===== config.mk =====
export PLATFORM = sky130hd
export DESIGN_NAME = bit_header_frame_decoder
export DESIGN_NICKNAME = d
export VERILOG_FILES = /design/src/rtl/bhfd_pkg.sv /design/src/rtl/bit_header_frame_decoder.sv /design/src/rtl/bhfd_parser.sv /design/src/rtl/bhfd_out_queue.sv
export SDC_FILE = /design/constraint.sdc
export NUM_CORES = 1
export LEC_CHECK = 0
export ABC_AREA = 1
export BUFFER_PORTS_ARGS = -buffer_cell sky130_fd_sc_hd__buf_2
export CAP_MARGIN = 20
export CORE_MARGIN = 4
export CORE_UTILIZATION = 70
export DETAILED_ROUTE_END_ITERATION = 7
export PLACE_DENSITY = 0.88
export SYNTH_ARGS = -nofsm -noshare
export SYNTH_HDL_FRONTEND = slang
export SYNTH_SLANG_ARGS = --single-unit

===== constraint.sdc =====
create_clock -name i_clk -period 29.7 [get_ports i_clk]
set_input_delay 2.97 -clock i_clk [delete_from_list [all_inputs] [get_ports i_clk]]
set_output_delay 2.97 -clock i_clk [all_outputs]
set_load 0.02 [all_outputs]

===== src/rtl/bhfd_pkg.sv =====
`timescale 1ns / 1ps
// ----------------------------------------------------------------------------
// Bit-header frame decoder package
// Beat types, parse phase and status codes, and the per-bit header decode
// functions shared by the decoder modules.
// ----------------------------------------------------------------------------
package bhfd_pkg;

    localparam int QUEUE_DEPTH = 4;

    localparam logic [4:0] BIN_CODE_RESET = 5'd12;

    // Parse phases.
    localparam logic [2:0] PH_SEEK    = 3'd0;
    localparam logic [2:0] PH_HEADER  = 3'd1;
    localparam logic [2:0] PH_META    = 3'd2;
    localparam logic [2:0] PH_BINARY  = 3'd3;
    localparam logic [2:0] PH_PAYLOAD = 3'd4;
    localparam logic [2:0] PH_DISCARD = 3'd5;

    // Frame status codes.
    localparam logic [1:0] ST_OK        = 2'd0;
    localparam logic [1:0] ST_NO_MARKER = 2'd1;
    localparam logic [1:0] ST_META_BAD  = 2'd2;
    localparam logic [1:0] ST_PAY_BAD   = 2'd3;

    // Result kinds.
    localparam logic [1:0] KIND_META    = 2'd0;
    localparam logic [1:0] KIND_PAYLOAD = 2'd1;
    localparam logic [1:0] KIND_SUMMARY = 2'd2;

    // Header length in bits after the marker.
    localparam logic [4:0] HDR_LEN_BASE = 5'd15;
    localparam logic [4:0] HDR_LEN_VER  = 5'd23;
    localparam logic [4:0] SUBTYPE_BITS = 5'd4;

    typedef struct packed {
        logic [7:0] frame_byte;
        logic       frame_end;
    } t_in_beat;

    typedef struct packed {
        logic [1:0] item_kind;
        logic [7:0] data_out;
        logic       versioned_flag;
        logic [7:0] version_byte;
        logic [4:0] message_type;
        logic       compressed_flag;
        logic [7:0] metadata_length;
        logic [3:0] binary_subtype;
        logic [1:0] status;
        logic       run_last;
    } t_out_beat;

    typedef struct packed {
        logic       versioned;
        logic [7:0] version;
        logic [4:0] mtype;
        logic       compressed;
        logic [7:0] mdata_len;
        logic [3:0] subtype;
    } t_hdr;

    typedef struct packed {
        logic [2:0] phase;
        logic [4:0] hbc;
        t_hdr       hdr;
        logic [7:0] meta_rem;
        logic [1:0] err;
    } t_pstate;

    // Results of one byte: an optional data beat and an optional summary beat.
    typedef struct packed {
        logic      data_valid;
        t_out_beat data_beat;
        logic      sum_valid;
        t_out_beat sum_beat;
    } t_res;

    localparam t_pstate STATE_CLEAR = '{
        phase: PH_SEEK, hbc: 5'd0, hdr: '0, meta_rem: 8'd0, err: ST_OK
    };

    // Decision once the metadata is over or absent.
    function automatic t_pstate after_meta(t_pstate s, logic [4:0] code, logic aligned);
        t_pstate r;
        r = s;
        if (s.hdr.mtype == code) begin
            r.phase = PH_BINARY;
            r.hbc   = 5'd0;
        end else if (aligned) begin
            r.phase = PH_PAYLOAD;
        end else begin
            r.err   = ST_PAY_BAD;
            r.phase = PH_DISCARD;
        end
        return r;
    endfunction

    // One header bit. Phases that are not bit-wise pass through unchanged.
    function automatic t_pstate bit_step(t_pstate s, logic b, logic [4:0] code,
                                         logic aligned);
        t_pstate    r;
        logic [4:0] rel;
        logic [4:0] hlen;
        r    = s;
        rel  = 5'd0;
        hlen = 5'd0;
        case (s.phase)
            PH_SEEK: begin
                if (b) begin
                    r.phase = PH_HEADER;
                end
            end
            PH_BINARY: begin
                r.hdr.subtype = {s.hdr.subtype[2:0], b};
                r.hbc         = s.hbc + 5'd1;
                if (r.hbc == SUBTYPE_BITS) begin
                    if (aligned) begin
                        r.phase = PH_PAYLOAD;
                    end else begin
                        r.err   = ST_PAY_BAD;
                        r.phase = PH_DISCARD;
                    end
                end
            end
            PH_HEADER: begin
                if (s.hbc == 5'd0) begin
                    r.hdr.versioned = b;
                end else if (s.hdr.versioned && s.hbc <= 5'd8) begin
                    r.hdr.version = {s.hdr.version[6:0], b};
                end else begin
                    rel = s.hdr.versioned ? (s.hbc - 5'd9) : (s.hbc - 5'd1);
                    if (rel < 5'd5) begin
                        r.hdr.mtype = {s.hdr.mtype[3:0], b};
                    end else if (rel == 5'd5) begin
                        r.hdr.compressed = b;
                    end else begin
                        r.hdr.mdata_len = {s.hdr.mdata_len[6:0], b};
                    end
                end
                r.hbc = s.hbc + 5'd1;
                hlen  = r.hdr.versioned ? HDR_LEN_VER : HDR_LEN_BASE;
                if (r.hbc == hlen) begin
                    if (r.hdr.mdata_len != 8'd0) begin
                        if (aligned) begin
                            r.phase    = PH_META;
                            r.meta_rem = r.hdr.mdata_len;
                        end else begin
                            r.err   = ST_META_BAD;
                            r.phase = PH_DISCARD;
                        end
                    end else begin
                        r = after_meta(r, code, aligned);
                    end
                end
            end
            default: begin
            end
        endcase
        return r;
    endfunction

    // Status at frame end. Every phase that still decides the status ends a
    // byte on a byte boundary, so the missing bits alone set the alignment.
    function automatic t_pstate finish(t_pstate s, logic [4:0] code);
        t_pstate    r;
        logic [2:0] p;
        logic [4:0] hlen;
        r    = s;
        p    = 3'd0;
        hlen = s.hdr.versioned ? HDR_LEN_VER : HDR_LEN_BASE;
        case (s.phase)
            PH_SEEK: begin
                r.err = ST_NO_MARKER;
            end
            PH_HEADER: begin
                if (s.hbc == 5'd0) begin
                    // The marker was the very last bit of the frame.
                    r.err = ST_NO_MARKER;
                end else if (s.hdr.mdata_len != 8'd0) begin
                    r.err = ST_META_BAD;
                end else begin
                    p = hlen[2:0] - s.hbc[2:0];
                    if (s.hdr.mtype == code) begin
                        p = p + 3'd4;
                    end
                    r.err = (p != 3'd0) ? ST_PAY_BAD : ST_OK;
                end
            end
            PH_BINARY: begin
                p     = SUBTYPE_BITS[2:0] - s.hbc[2:0];
                r.err = (p != 3'd0) ? ST_PAY_BAD : ST_OK;
            end
            PH_META: begin
                r.err = ST_META_BAD;
            end
            default: begin
            end
        endcase
        return r;
    endfunction

endpackage


===== src/rtl/bit_header_frame_decoder.sv =====
`timescale 1ns / 1ps
// ----------------------------------------------------------------------------
// Bit-header frame decoder
// Decodes a marker-led bit header from a byte stream and emits metadata,
// payload and end-of-frame summary beats.
// ----------------------------------------------------------------------------
// The decoder takes one frame byte per cycle while its input is not stalled.
// A taken beat is registered, decoded once the queue has room by fixed logic
// that handles all eight header bits of the byte at once, and its results
// are registered in a small output queue. Metadata and payload bytes give
// one result each; the final byte of a frame adds a summary beat, and since
// the output hands out one beat per cycle the input stalls while a beat is
// held and the queue has fewer than two free slots. With the output never
// stalled, frames longer than one byte run at one byte per cycle.
// The binary type code register should be written only while no frame is
// in flight.
// ----------------------------------------------------------------------------
module bit_header_frame_decoder #(
    parameter int P_QUEUE_DEPTH = bhfd_pkg::QUEUE_DEPTH
) (
    input  logic                i_clk,
    input  logic                i_rst_n,
    input  logic                i_in_valid,
    output logic                o_in_stall,
    input  bhfd_pkg::t_in_beat  i_in_beat,
    output logic                o_out_valid,
    input  logic                i_out_stall,
    output bhfd_pkg::t_out_beat o_out_beat,
    input  logic                i_cfg_we,
    input  logic [4:0]          i_cfg_wdata
);
    import bhfd_pkg::*;

    logic       r_in_valid;
    t_in_beat   r_in_beat;
    logic [4:0] r_bin_code;
    logic       n_in_valid;
    logic       accept;
    logic       fire;
    logic       room2;
    t_res       res;

    assign o_in_stall = r_in_valid && !room2;
    assign accept     = i_in_valid && !o_in_stall;
    assign fire       = r_in_valid && room2;

    always_comb begin
        if (accept) begin
            n_in_valid = 1'b1;
        end else if (fire) begin
            n_in_valid = 1'b0;
        end else begin
            n_in_valid = r_in_valid;
        end
    end

    always_ff @(posedge i_clk) begin
        if (!i_rst_n) begin
            r_in_valid <= 1'b0;
            r_bin_code <= BIN_CODE_RESET;
        end else begin
            r_in_valid <= n_in_valid;
            if (i_cfg_we) begin
                r_bin_code <= i_cfg_wdata;
            end
        end
    end

    always_ff @(posedge i_clk) begin
        if (accept) begin
            r_in_beat <= i_in_beat;
        end
    end

    bhfd_parser u_parser (
        .i_clk      (i_clk),
        .i_rst_n    (i_rst_n),
        .i_fire     (fire),
        .i_beat     (r_in_beat),
        .i_bin_code (r_bin_code),
        .o_res      (res)
    );

    bhfd_out_queue #(
        .DEPTH (P_QUEUE_DEPTH)
    ) u_queue (
        .i_clk    (i_clk),
        .i_rst_n  (i_rst_n),
        .i_push_a (fire && res.data_valid),
        .i_beat_a (res.data_beat),
        .i_push_b (fire && res.sum_valid),
        .i_beat_b (res.sum_beat),
        .o_room2  (room2),
        .o_valid  (o_out_valid),
        .o_beat   (o_out_beat),
        .i_stall  (i_out_stall)
    );

endmodule


===== src/rtl/bhfd_parser.sv =====
`timescale 1ns / 1ps
// ----------------------------------------------------------------------------
// Bit-header frame parser
// Holds the frame parse state and decodes one byte per cycle, when fired,
// into an optional metadata or payload beat and an optional end-of-frame summary.
// ----------------------------------------------------------------------------
module bhfd_parser (
    input  logic                i_clk,
    input  logic                i_rst_n,
    input  logic                i_fire,
    input  bhfd_pkg::t_in_beat  i_beat,
    input  logic [4:0]          i_bin_code,
    output bhfd_pkg::t_res      o_res
);
    import bhfd_pkg::*;

    t_pstate r_state;
    t_pstate n_state;
    t_pstate s_bits [0:8];
    t_pstate s_after;
    t_pstate s_fin;

    // Eight header bits, most significant first. Only the last bit of a byte
    // lands on a byte boundary.
    always_comb begin
        s_bits[0] = r_state;
        for (int i = 0; i < 8; i++) begin
            s_bits[i+1] = bit_step(s_bits[i], i_beat.frame_byte[7-i], i_bin_code, i == 7);
        end
    end

    always_comb begin
        s_after = r_state;
        o_res   = '0;
        if (r_state.phase == PH_META || r_state.phase == PH_PAYLOAD) begin
            o_res.data_valid              = 1'b1;
            o_res.data_beat.item_kind     = (r_state.phase == PH_META) ? KIND_META
                                                                       : KIND_PAYLOAD;
            o_res.data_beat.data_out      = i_beat.frame_byte;
            if (r_state.phase == PH_META) begin
                s_after.meta_rem = r_state.meta_rem - 8'd1;
                if (s_after.meta_rem == 8'd0) begin
                    s_after = after_meta(s_after, i_bin_code, 1'b1);
                end
            end
        end else if (r_state.phase != PH_DISCARD) begin
            s_after = s_bits[8];
        end

        s_fin = finish(s_after, i_bin_code);
        o_res.sum_valid                 = i_beat.frame_end;
        o_res.sum_beat.item_kind        = KIND_SUMMARY;
        o_res.sum_beat.data_out         = 8'd0;
        o_res.sum_beat.versioned_flag   = s_fin.hdr.versioned;
        o_res.sum_beat.version_byte     = s_fin.hdr.version;
        o_res.sum_beat.message_type     = s_fin.hdr.mtype;
        o_res.sum_beat.compressed_flag  = s_fin.hdr.compressed;
        o_res.sum_beat.metadata_length  = s_fin.hdr.mdata_len;
        o_res.sum_beat.binary_subtype   = s_fin.hdr.subtype;
        o_res.sum_beat.status           = s_fin.err;
        o_res.sum_beat.run_last         = 1'b1;

        n_state = i_beat.frame_end ? STATE_CLEAR : s_after;
    end

    always_ff @(posedge i_clk) begin
        if (!i_rst_n) begin
            r_state <= STATE_CLEAR;
        end else if (i_fire) begin
            r_state <= n_state;
        end
    end

    a_clear_after_end: assert property (@(posedge i_clk) disable iff (!i_rst_n)
        (i_fire && i_beat.frame_end) |=> (r_state.phase == PH_SEEK && r_state.hbc == 5'd0))
        else $error("parse state not cleared after the final beat of a frame");

    a_meta_nonzero: assert property (@(posedge i_clk) disable iff (!i_rst_n)
        (r_state.phase == PH_META) |-> (r_state.meta_rem != 8'd0))
        else $error("metadata phase with no bytes left");

endmodule


===== src/rtl/bhfd_out_queue.sv =====
`timescale 1ns / 1ps
// ----------------------------------------------------------------------------
// Bit-header frame result queue
// Small register queue that takes up to two result beats per cycle and
// hands out one beat per cycle on a valid/stall channel while not stalled.
// ----------------------------------------------------------------------------
module bhfd_out_queue #(
    parameter int DEPTH = bhfd_pkg::QUEUE_DEPTH
) (
    input  logic                i_clk,
    input  logic                i_rst_n,
    input  logic                i_push_a,
    input  bhfd_pkg::t_out_beat i_beat_a,
    input  logic                i_push_b,
    input  bhfd_pkg::t_out_beat i_beat_b,
    output logic                o_room2,
    output logic                o_valid,
    output bhfd_pkg::t_out_beat o_beat,
    input  logic                i_stall
);
    import bhfd_pkg::*;

    localparam int AW = $clog2(DEPTH);
    localparam int CW = $clog2(DEPTH + 1);
    localparam logic [AW-1:0] LAST_IDX = AW'(DEPTH - 1);
    localparam logic [CW-1:0] ROOM_MAX = CW'(DEPTH - 2);

    t_out_beat         r_mem [DEPTH];
    logic [AW-1:0]     r_wr;
    logic [AW-1:0]     r_rd;
    logic [CW-1:0]     r_count;
    logic [AW-1:0]     n_wr;
    logic [AW-1:0]     n_rd;
    logic [CW-1:0]     n_count;
    logic [AW-1:0]     wr_b;
    logic              pop;

    function automatic logic [AW-1:0] inc(logic [AW-1:0] p);
        return (p == LAST_IDX) ? '0 : p + AW'(1);
    endfunction

    assign o_valid = (r_count != '0);
    assign o_beat  = r_mem[r_rd];
    assign o_room2 = (r_count <= ROOM_MAX);
    assign pop     = o_valid && !i_stall;

    always_comb begin
        wr_b    = i_push_a ? inc(r_wr) : r_wr;
        n_wr    = i_push_b ? inc(wr_b) : wr_b;
        n_rd    = pop ? inc(r_rd) : r_rd;
        n_count = r_count + CW'(i_push_a) + CW'(i_push_b) - CW'(pop);
    end

    always_ff @(posedge i_clk) begin
        if (!i_rst_n) begin
            r_wr    <= '0;
            r_rd    <= '0;
            r_count <= '0;
        end else begin
            r_wr    <= n_wr;
            r_rd    <= n_rd;
            r_count <= n_count;
        end
    end

    always_ff @(posedge i_clk) begin
        if (i_push_a) begin
            r_mem[r_wr] <= i_beat_a;
        end
        if (i_push_b) begin
            r_mem[wr_b] <= i_beat_b;
        end
    end

    a_count_bound: assert property (@(posedge i_clk) disable iff (!i_rst_n)
        r_count <= CW'(DEPTH))
        else $error("result queue count beyond its depth");

    a_no_overflow: assert property (@(posedge i_clk) disable iff (!i_rst_n)
        (32'(r_count) + 32'(i_push_a) + 32'(i_push_b)) <= (32'(DEPTH) + 32'(pop)))
        else $error("result queue written while full");

endmodule

==> flow_summary_export.csv <==
group,metric,value,unit
min_path,holdCritStartpoint,"u_queue.r_mem[2][0]",
timing,maxSlewViolCount,0,
timing,rsz0062_at_grt,"no",
cts,clock_latency,0.54,ns
placement,hpwlAfterDp,45.9,mm
grt,first_global_vias,19400,
logic_synthesis,synthesis.nets,3141,
logic_synthesis,synth_area_leaders,"edfxtp_1, nand2_1, dfxtp_1",
worst_setup_path,r2r_start,"u_parser.r_state[38]",
worst_setup_path,startpoint,"u_parser.r_state[38]",
cts,cts_buffer_depth,3,
logic_synthesis,synth.avg_cell_area,6.58,um^2
worst_setup_path,worst-path-max-fanout,15,
worst_setup_path,cp_slowest_cell,"dfxtp_1",
floorplanning,core,28100,um^2
cts,cts.sinks,225,
placement,finalWeightedCongestion,1.01,
timing,post-route-period-util,0.648,
floorplanning,rows,61,
cts,cts-resized-gates,0,
logic_synthesis,yosysSeqAreaShare,0.285,
timing,max-slew-margin-rel,0.297,
logic_synthesis,synth_commonest_cells,"nand2_1, inv_1, nor2_1",
logic_synthesis,post_synth_inst_count,3064,
worst_setup_path,max_stage_delay,0.53,ns
cts,path_clk_slew,0.08,ns
grt,antenna_found_initial,2,
timing,fmax,0.0519,GHz
logic_synthesis,synth-seq-cells,225,
timing,worst_pin_slew,1.05,ns
run,cap_violations,0,
finish,fin_nets,3141,
cts,post-cts-setup-buffers,0,
grt,grt_max_degree,79,
cts,cts.htree.levels,1,
worst_setup_path,path_class,"flip-flop to flip-flop",
worst_setup_path,arrival,19.58,ns
detailed_routing,drt_iter0_drc,2522,
detailed_routing,viasPerCell,6.13,
logic_synthesis,synth.largest_area_cell,"edfxtp_1",
floorplanning,start_util,0.718,
logic_synthesis,synth_edf_count,125,
finish,n_fill_cell,2200,
detailed_routing,postRouteAntennaNets,0,
floorplanning,die_area,31600,um^2
floorplanning,io_pins,61,
floorplanning,fp.dieW,178,um
cts,numCtsBuffers,23,
worst_setup_path,required,30.02,ns
logic_synthesis,synth.most_common_cell,"nand2_1",
logic_synthesis,async_flop_share,0,
min_path,hp-class,"flip-flop to flip-flop",
logic_synthesis,yosysTopAreaCellShare,0.186,
cts,postCtsHoldBufs,0,
timing,worst_clock_skew,0.0292,ns
detailed_routing,drc,0,
detailed_routing,vias,21200,
logic_synthesis,synthFlopType,"edfxtp_1",
detailed_routing,routedWlPerCell,18.1,um
timing,setup_viol,0,
worst_setup_path,crit_path_frequent_cell,"nand2_1",
logic_synthesis,yosys.cell_types.count,67,
detailed_routing,drt_first_pass_iters,8,
placement,portBuffers,60,
grt,overflow,0,
timing,finalSetupTns,0,ns
logic_synthesis,synth_area,20200,um^2
finish,syn_to_final_growth,5.43,%
timing,fin_crit,19.25,ns
floorplanning,die_h,178,um
timing,hold_viol_final,0,
grt,grtUsageTotal,0.382,
cts,cts_root_buffer,"clkbuf_16",
worst_setup_path,crit_path_start_kind,"flip-flop",
grt,grt_pass1_wl,97.5,mm
detailed_routing,routed_wirelength,62.6,mm
cts,cts_tree,"done",
worst_setup_path,end_kind,"flip-flop",
status,status,"complete, no violations",
finish,drive_above_1_share,0.129,
logic_synthesis,yosys_warnings,0,
## through the flow
step	instance area, um^2	cells	setup slack, ns	utilization	hold WS (ns)
final	21300	3460	10.45	0.757	0.447
after global routing	21300	3459	8.57	0.757	0.465
after CTS	21300	3459	10.90	0.757	0.444
after detailed placement	20500	3417	11.01	0.731	0.429
after global placement	20500	3417	11.75	0.731	0.429
after floorplan	20200	3064	14.08	-	0.414
## sequential cells by signal, summed over array words and instances (netlist names), named ones only
signal / cells
u_queue.r_mem: 156
u_parser.r_state: 45
r_in_beat: 9
r_bin_code: 5
u_queue.r_count: 3
u_queue.r_rd: 2
u_queue.r_wr: 2
r_in_valid: 1
## layout by cell type (no fill, tap or decap), drive strengths merged, types with 7 or more instances in the layout
master     n
nand2    908
xor2      27
inv      373
buf       81
o2111ai    7
nor2     379
or2       10
edfxtp   125
nand3    257
o211ai    31
ha        56
dfxtp    100
nand4     70
nor3      10
mux2i     16
o22ai     48
a31oi     13
o21ai    349
clkbuf    35
a21oi    123
xnor2     10
clkinv    19
## cell families after synthesis
family	after synthesis	share of synthesized area
compound gates	589	0.165
xor+xnor	37	0.0161
fa+ha+maj	58	0.0367
buf+inv	493	0.102
flops	225	0.285
mux	16	0.00794
simple gates	1646	0.387
## final timing paths
| path | endpoint | slack [ns] | cells after the start |
|---|---|---|---|
| worst max-delay path | u_queue.r_mem[0][1] | 10.45 | 137 |
| worst max register to register | u_queue.r_mem[0][1] | 10.45 | 137 |
| worst min register to register | u_queue.r_mem[2][0] | 0.45 | 2 |
| worst min-delay path | u_queue.r_mem[2][0] | 0.45 | 2 |
## critical path, delay by kind of cell, from the launching register on
kind            cells  cell delay [ns]
simple gates      101            12.18
fa+ha+maj           9             2.00
buf+inv            14             1.34
flops               1             0.53
compound gates     13             2.86
## area by class of cell
type                    instances  area, um^2  share of cell area
inverters                     387        1470              0.0689
multi-input cells            2346       12400               0.582
repair buffers                 81         458              0.0215
flip-flops and latches        225        5760               0.271
well taps                     378         473              0.0222
clock inverters                 7        57.6             0.00271
diodes                          1        2.50            0.000118
clock buffers                  35         683              0.0321
## routing by layer
layer	track usage	vias up	part of all wire
li1	-	10100	-
met1	0.466	9553	0.37
met2	0.652	1276	0.47
met3	0.0618	278	0.10
met4	0.192	4	0.057
met5	0	-	0.00096
Power is not shown: default switching activity piles up to over one toggle a cycle in this logic, so the estimate is an artifact.
